<file path="config.mk">
export PLATFORM = sky130hd
export DESIGN_NAME = riff_wave_chunk_parser
export DESIGN_NICKNAME = d
export VERILOG_FILES = /design/src/rwcp_pkg.sv /design/src/riff_wave_chunk_parser.sv
export SDC_FILE = /design/constraint.sdc
export NUM_CORES = 1
export LEC_CHECK = 0
export CORE_UTILIZATION = 52
export CTS_BUF_LIST = sky130_fd_sc_hd__clkbuf_16
export CTS_CLUSTER_DIAMETER = 120
export CTS_CLUSTER_SIZE = 20
export DETAILED_ROUTE_END_ITERATION = 7
export DONT_BUFFER_PORTS = 1
export GPL_TIMING_DRIVEN = 0
export HOLD_SLACK_MARGIN = 0.12
export PLACE_DENSITY = 0.7
export SLEW_MARGIN = 10
export SYNTH_ARGS = -nofsm -noshare
export SYNTH_HDL_FRONTEND = slang
export SYNTH_SLANG_ARGS = --single-unit
export TNS_END_PERCENT = 100
</file>
<file path="constraint.sdc">
create_clock -name i_clk -period 15.8 [get_ports i_clk]
set_clock_uncertainty 0.15 [all_clocks]
set_input_delay 2.37 -clock i_clk [delete_from_list [all_inputs] [get_ports i_clk]]
set_output_delay 2.37 -clock i_clk [all_outputs]
set_load 0.01 [all_outputs]
</file>
<file path="src/rwcp_pkg.sv">
`timescale 1ns / 1ps

package rwcp_pkg;

    // Chunk IDs as they read when assembled little-endian.
    localparam logic [31:0] ID_RIFF = 32'h4646_4952;
    localparam logic [31:0] ID_FMT  = 32'h2074_6D66;
    localparam logic [31:0] ID_DATA = 32'h6174_6164;
    localparam logic [31:0] ID_JUNK = 32'h4B4E_554A;
    localparam logic [31:0] ID_LIST = 32'h5453_494C;

    localparam int RIFF_HDR_LEN      = 12;
    localparam int FMT_CHUNK_LEN     = 24;
    localparam int FMT_CAPTURE_BYTES = FMT_CHUNK_LEN - 8;
    localparam int FMT_IDX_W         = $clog2(FMT_CAPTURE_BYTES);
    localparam int FMT_CNT_W         = $clog2(FMT_CAPTURE_BYTES + 1);
    localparam int REMAIN_W          = 33;

    // Bytes of the RIFF header that follow its ID.
    localparam logic [REMAIN_W-1:0] RIFF_HDR_REMAIN = REMAIN_W'(RIFF_HDR_LEN - 4);

    typedef enum logic [1:0] {
        CLS_HEADER,
        CLS_FORMAT,
        CLS_DATA,
        CLS_SKIP
    } t_chunk_class;

    typedef enum logic [1:0] {
        END_NONE,
        END_CLEAN,
        END_TRUNC
    } t_end_status;

    typedef struct packed {
        logic [7:0] in_byte;
        logic       is_last;
    } t_in_beat;

    typedef struct packed {
        logic         payload_valid;
        logic [7:0]   payload_byte;
        logic         format_valid;
        logic [15:0]  format_tag;
        logic [15:0]  channel_count;
        logic [31:0]  sample_rate;
        logic [31:0]  byte_rate;
        logic [15:0]  block_align;
        logic [15:0]  bits_per_sample;
        t_chunk_class chunk_class;
        t_end_status  end_status;
    } t_out_beat;

endpackage

</file>
<file path="src/riff_wave_chunk_parser.sv">
`timescale 1ns / 1ps

// WAV stream parser: takes one file byte per beat and returns one result beat for every
// byte, carrying the data payload byte, the captured format fields and the chunk class and
// end-of-file status. The parse step is a single layer of logic from the parser state to one
// output register, so a new byte is accepted every clock whenever the output register is
// empty or is being read in the same cycle; each beat is registered in the cycle after
// its byte is taken, and throughput is one byte per clock while that output register is read.
module riff_wave_chunk_parser
    import rwcp_pkg::*;
(
    input  logic      i_clk,
    input  logic      i_rst_n,
    input  logic      i_in_valid,
    output logic      o_in_ready,
    input  t_in_beat  i_in_data,
    output logic      o_out_valid,
    input  logic      i_out_ready,
    output t_out_beat o_out_data
);

    typedef enum logic [2:0] {
        PH_ID,
        PH_SIZE_SKIP,
        PH_SIZE_FMT,
        PH_SIZE_DATA,
        PH_SKIP,
        PH_FMT,
        PH_DATA,
        PH_RIFFHDR
    } t_phase;

    t_phase                r_phase,       n_phase;
    logic [31:0]           r_id_shift,    n_id_shift;
    logic [1:0]            r_fbi,         n_fbi;
    logic [REMAIN_W-1:0]   r_remain,      n_remain;
    logic [7:0]            r_fmt_bytes [FMT_CAPTURE_BYTES];
    logic [7:0]            n_fmt_bytes [FMT_CAPTURE_BYTES];
    logic                  r_format_seen, n_format_seen;
    logic                  r_pad,         n_pad;
    logic [FMT_CNT_W-1:0]  r_fmt_count,   n_fmt_count;

    logic                  r_out_valid;
    t_out_beat             r_out;
    t_out_beat             n_out;

    logic                  in_fire;
    logic [31:0]           shifted;
    logic [1:0]            fbi_inc;
    logic [REMAIN_W-1:0]   remain_dec;
    logic                  pv;
    t_chunk_class          cls;
    t_end_status           endst;

    assign o_in_ready  = !r_out_valid || i_out_ready;
    assign in_fire     = i_in_valid && o_in_ready;
    assign o_out_valid = r_out_valid;
    assign o_out_data  = r_out;

    assign shifted    = {i_in_data.in_byte, r_id_shift[31:8]};
    assign fbi_inc    = r_fbi + 2'd1;
    assign remain_dec = (r_remain != '0) ? r_remain - REMAIN_W'(1) : r_remain;

    always_comb begin
        n_phase       = r_phase;
        n_id_shift    = r_id_shift;
        n_fbi         = r_fbi;
        n_remain      = r_remain;
        n_fmt_bytes   = r_fmt_bytes;
        n_format_seen = r_format_seen;
        n_pad         = r_pad;
        n_fmt_count   = r_fmt_count;
        pv            = 1'b0;
        cls           = CLS_HEADER;

        case (r_phase)
            PH_ID: begin
                n_id_shift = shifted;
                n_fbi      = fbi_inc;
                if (fbi_inc == 2'd0) begin
                    // JUNK, LIST and unknown IDs all fall through to a plain skip.
                    if (shifted == ID_RIFF) begin
                        n_phase  = PH_RIFFHDR;
                        n_remain = RIFF_HDR_REMAIN;
                    end else if (shifted == ID_FMT) begin
                        n_phase = PH_SIZE_FMT;
                    end else if (shifted == ID_DATA) begin
                        n_phase = PH_SIZE_DATA;
                    end else begin
                        n_phase = PH_SIZE_SKIP;
                    end
                    n_id_shift = '0;
                end
            end
            PH_SIZE_SKIP, PH_SIZE_FMT, PH_SIZE_DATA: begin
                n_id_shift = shifted;
                n_fbi      = fbi_inc;
                if (fbi_inc == 2'd0) begin
                    n_id_shift  = '0;
                    n_pad       = shifted[0];
                    n_remain    = {1'b0, shifted} + {{(REMAIN_W-1){1'b0}}, shifted[0]};
                    n_fmt_count = '0;
                    case (r_phase)
                        PH_SIZE_FMT:  n_phase = PH_FMT;
                        PH_SIZE_DATA: n_phase = PH_DATA;
                        default:      n_phase = PH_SKIP;
                    endcase
                    // A zero size is the only case that leaves nothing to count.
                    if (shifted == '0) begin
                        n_phase = PH_ID;
                    end
                end
            end
            PH_SKIP: begin
                cls      = CLS_SKIP;
                n_remain = remain_dec;
                if (remain_dec == '0) n_phase = PH_ID;
            end
            PH_FMT: begin
                cls = CLS_FORMAT;
                if (!r_format_seen && r_fmt_count < FMT_CNT_W'(FMT_CAPTURE_BYTES)) begin
                    n_fmt_bytes[r_fmt_count[FMT_IDX_W-1:0]] = i_in_data.in_byte;
                    n_fmt_count = r_fmt_count + FMT_CNT_W'(1);
                    if (r_fmt_count == FMT_CNT_W'(FMT_CAPTURE_BYTES - 1)) begin
                        n_format_seen = 1'b1;
                    end
                end
                n_remain = remain_dec;
                if (remain_dec == '0) n_phase = PH_ID;
            end
            PH_DATA: begin
                cls = CLS_DATA;
                // The pad byte of an odd data chunk is counted but not passed on.
                pv  = !(r_remain == REMAIN_W'(1) && r_pad);
                n_remain = remain_dec;
                if (remain_dec == '0) n_phase = PH_ID;
            end
            default: begin
                n_remain = remain_dec;
                if (remain_dec == '0) n_phase = PH_ID;
            end
        endcase

        if (!i_in_data.is_last) begin
            endst = END_NONE;
        end else if (n_phase == PH_ID && n_fbi == 2'd0) begin
            endst = END_CLEAN;
        end else begin
            endst = END_TRUNC;
        end

        n_out.payload_valid   = pv;
        n_out.payload_byte    = pv ? i_in_data.in_byte : 8'd0;
        n_out.format_valid    = n_format_seen;
        n_out.format_tag      = {n_fmt_bytes[1], n_fmt_bytes[0]};
        n_out.channel_count   = {n_fmt_bytes[3], n_fmt_bytes[2]};
        n_out.sample_rate     = {n_fmt_bytes[7], n_fmt_bytes[6],
                                 n_fmt_bytes[5], n_fmt_bytes[4]};
        n_out.byte_rate       = {n_fmt_bytes[11], n_fmt_bytes[10],
                                 n_fmt_bytes[9], n_fmt_bytes[8]};
        n_out.block_align     = {n_fmt_bytes[13], n_fmt_bytes[12]};
        n_out.bits_per_sample = {n_fmt_bytes[15], n_fmt_bytes[14]};
        n_out.chunk_class     = cls;
        n_out.end_status      = endst;

        // The last byte of a file returns the parser to its reset state for the next file.
        if (i_in_data.is_last) begin
            n_phase       = PH_ID;
            n_id_shift    = '0;
            n_fbi         = '0;
            n_remain      = '0;
            n_format_seen = 1'b0;
            n_pad         = 1'b0;
            n_fmt_count   = '0;
            for (int k = 0; k < FMT_CAPTURE_BYTES; k++) begin
                n_fmt_bytes[k] = 8'd0;
            end
        end
    end

    always_ff @(posedge i_clk) begin
        if (!i_rst_n) begin
            r_phase       <= PH_ID;
            r_id_shift    <= '0;
            r_fbi         <= '0;
            r_remain      <= '0;
            r_format_seen <= 1'b0;
            r_pad         <= 1'b0;
            r_fmt_count   <= '0;
            r_out_valid   <= 1'b0;
            for (int k = 0; k < FMT_CAPTURE_BYTES; k++) begin
                r_fmt_bytes[k] <= 8'd0;
            end
        end else if (in_fire) begin
            r_phase       <= n_phase;
            r_id_shift    <= n_id_shift;
            r_fbi         <= n_fbi;
            r_remain      <= n_remain;
            r_format_seen <= n_format_seen;
            r_pad         <= n_pad;
            r_fmt_count   <= n_fmt_count;
            r_fmt_bytes   <= n_fmt_bytes;
            r_out_valid   <= 1'b1;
        end else if (i_out_ready) begin
            r_out_valid   <= 1'b0;
        end
    end

    always_ff @(posedge i_clk) begin
        if (in_fire) begin
            r_out <= n_out;
        end
    end

    // Payload bytes only ever come from a data chunk.
    a_payload_in_data: assert property (@(posedge i_clk) disable iff (!i_rst_n)
        r_out_valid && r_out.payload_valid |-> r_out.chunk_class == CLS_DATA)
        else $error("payload beat outside a data chunk");

    a_payload_zero: assert property (@(posedge i_clk) disable iff (!i_rst_n)
        r_out_valid && !r_out.payload_valid |-> r_out.payload_byte == 8'd0)
        else $error("payload byte not cleared on a non-payload beat");

    // Waiting for an ID means no chunk bytes are still being counted.
    a_id_no_remain: assert property (@(posedge i_clk) disable iff (!i_rst_n)
        r_phase == PH_ID |-> r_remain == '0)
        else $error("bytes remaining while reading a chunk ID");

    a_fmt_count_range: assert property (@(posedge i_clk) disable iff (!i_rst_n)
        r_fmt_count <= FMT_CNT_W'(FMT_CAPTURE_BYTES))
        else $error("format byte count out of range");

    a_last_resets: assert property (@(posedge i_clk) disable iff (!i_rst_n)
        in_fire && i_in_data.is_last |=>
            r_phase == PH_ID && r_fbi == 2'd0 && !r_format_seen && r_fmt_count == '0)
        else $error("parser state not cleared after the last byte of a file");

endmodule

</file>
==> metrics.txt <==
status=completed; IO Count=157; Final setup viols=0; Avg WL per Cell=22.9 microns; Reg power frac=61.0%; first drt pass iteration count=5; Synth area leaders=edfxtp_1, dfxtp_1, mux2_2; Detailed Place HPWL=around 30000 microns; worst slew pin tran=around 1100 ps; top_reg_cell synth=dfxtp_1; net switching power=0.370 mW; Buf/Inv on CP=0; TritonCTS buffer count=20; power per standard cell area=92.0 nW/um^2; largest net degree at the start of global routing=81; layout cells sized above 1=11.8%; synthesized area per cell=10.8 sq um; mux cell area share after synthesis=a little under a tenth; largest family of logic cells by synthesized area=simple AND/OR/NAND/NOR gates; number of cells on the worst reg-to-reg path=13; syn_nets=between 1000 and 1500; Synth warnings=0; crit path launch=i_out_ready; register area=8230 sq um; Comb power frac=6.0%; latest clock arrival within the worst-skew pair=540 ps; CP max FO=3; register area share after synthesis=52.0%; # nets final=1517; Slew Viols, Final=0; Starting Density=53.1%; Max-Cap Viols=0; worst-case clock buffer depth=3; htree depth=1; Die Ht=177 microns; Critical Path RT=between 10000 and 15000 ps; die area=31200 sq um; CP Capture Point=o_in_ready; crit end category=output port; WP data arrival=2560 ps; gr ovfl total=0; Via Count=between 10000 and 15000; Simple-Gate Fraction of Synth Area=18.4%; reg2reg end=o_out_data[0]; Clock Pin Slew Worst Setup and Hold Paths=around 80 ps; post-synth top area cell=edfxtp_1; slew margin rel.=25.3%; worst setup margin=10720 ps; # hold bufs at CTS=0; core region area=29800 sq um; ordered list of cells on the worst path=nand2b_1; post-CTS resize count=0; Clock power frac=between 30% and 40%; Routed Antenna Nets=0; global-route wire length before repair=65600 microns; Pint=1.19 mW; asr flop ratio synth=0%; Net Sw Frac=23.7%; kind of cell adding the most delay to the critical path=simple AND/OR/NAND/NOR gates; Synth Area in Adders=less than 1%; Hold WC Path Type=flip-flop to flip-flop; pre-CTS WS=10610 ps; GPL Wtd Cong=approximately 1; Post-synth EDFFs=142; Post-CTS Setup Bufs=0; worst r2r src=r_remain[16]; vias in the first global route=11000; filler instances=around 2600; fin crit share=32.1%; synthesized area=about 16000 sq um; flop-to-flop setup slack=about 12000 ps; Leak=5.84 nW; final WL=43500 microns; setup TNS=0 ps; compound-gate portion of the synthesized area=a little over an eighth; Syn Inst Count=1469; Root Buffer=clkbuf_16; port bufs=0; flop and latch count out of synthesis=340; CP Launch Type=primary input; multi-input logic area=7080 sq um; Site Rows=63; area grow syn2layout=6.90%; GRT Resource Usage Total=27.5%; fmax=197 MHz; Period minus WS final=5080 ps; Tot Pwr=1.56 mW; TritonCTS Sinks=340; RSZ-0062 raised after global routing=no; DRC=0; share of the synthesized area in the top cell type=26.9%; Critical Path Stages=1; via-per-instance ratio=6.09; CTS tree=done; DR iter-0 viols=1008; CP peak stage delay=190 ps; critical setup path kind=primary input to output port; final hold violation count=0; Synth cell types=70; Synth Area in XOR/XNOR=2.71%; CP max stage cell=nand2b_1; maximum vdd drop=0.0845 mV; initial antenna violation count=1; Die Span X=177 microns
-- kinds of logic (layout without fill, tap and decap cells) --
logic type                 after synthesis  in the layout
buffers and inverters                  136            172
AOI/OAI and AO/OA                      290            290
DFF                                    340            340
adders and majority gates               12             12
muxes                                  130            130
and+or+nand+nor                        512            512
other                                    0              1
xor gates and xnor gates                49             49
-- worst reg2reg max path: stages, from the launching register on --
cell and delay (ps):
dfxtp_1 320, clkbuf_1 220, nor4_2 740, and3_1 270, clkbuf_1 250, and3_1 190
buf_2 220, buf_4 220, buf_4 210, nor3_1 70, nor4b_1 350, and4b_1 270
nand4_1 160, a211oi_1 390
-- layout make-up --
cell class                 instances  area share, %
tap                              390           2.88
antenna                            1         0.0148
timing repair buffer               1          0.163
clock buffer                      20           2.96
clock inverter                    15          0.407
multi-input combinational        993           41.8
buffer                           119           2.76
inverter                          17          0.407
sequential                       340           48.6
-- synthesized netlist by cell type (3+ instances only) --
master    instances
xor2_1           22
buf_2             4
nor2b_1         170
o41ai_1           4
a21boi_0         28
o21ai_0          27
and2_1           18
nor3_1           28
nor2_1           41
or4_1             6
nor3b_1           3
clkbuf_1        105
and4_1            7
edfxtp_1        142
or2_2             4
buf_1             7
or3_1            12
o22ai_1          13
nand4_1          16
and3_1            9
nor4_1           18
nand2_1          91
or4_4             5
nor4b_1           7
dfxtp_1         198
nand2b_1          7
a22oi_1         157
ha_1             12
and4b_1           3
o31ai_1           6
inv_1            17
mux2_2          129
nand3b_1          3
a21oi_1          11
xnor2_1          27
a31oi_1           5
a22o_1            7
nand3_1          54
-- through the flow --
stage          utilization, %  std cells  hold slack (ps)  cell area [sq um]
2_1_floorplan               -       1469              317              15800
5_1_grt                  56.8       1895              405              16900
3_3_place_gp             54.8       1859              348              16300
4_1_cts                  56.8       1895              376              16900
3_5_place_dp             54.9       1860              362              16400
6_report                 56.8       1896              380              16900
-- layer usage --
metal  vias to the layer above  global-route usage, %  share of wire, %
li1                       5446                      -                 -
met1                      5608                   38.1                44
met2                       424                   43.8                46
met3                        74                   4.74               7.2
met4                         0                   8.55               3.0
met5                         -                      0                 0
-- sequential cells by signal, indices dropped and copies added (netlist names) --
register       cells
o_out_valid        1
r_remain          33
o_out_data       142
r_fmt_count        5
r_pad              1
r_phase            3
r_id_shift        24
r_fbi              2
r_fmt_bytes      128
r_format_seen      1
-- layout by cell type, fill, tap and decap left out, types with 13 or more instances in the layout --
cell       count
a21boi_0      28
a22oi_1      157
and2_1        18
clkbuf_1     105
clkbuf_16     20
dfxtp_1      198
edfxtp_1     142
inv_1         30
mux2_2       129
nand2_1       91
nand3_1       54
nand4_1       16
nor2_1        41
nor2b_1      170
nor3_1        28
nor4_1        18
o21ai_0       27
o22ai_1       13
xnor2_1       27
xor2_1        22
-- worst min path at each step --
stage,from,to,slack (ps),cells after the start
finish,r_format_seen,r_format_seen,380,2
global route,r_fmt_bytes[121],r_fmt_bytes[121],410,2
global placement,r_format_seen,r_format_seen,350,2
floorplan,r_format_seen,r_format_seen,320,2
detailed placement,r_fmt_bytes[12],r_fmt_bytes[12],360,2
CTS,r_format_seen,r_format_seen,380,2
-- power groups by stage --
stage               combinational (mW)  clock (mW)  sequential [mW]
finish                          0.0932       0.514            0.949
global route                     0.100       0.555            0.951
CTS                             0.0927       0.525            0.950
detailed placement              0.0923           0            0.969
global placement                0.0905           0            0.973
floorplan                       0.0587           0            0.968
Note: power is estimated with default switching activity, not from simulation.
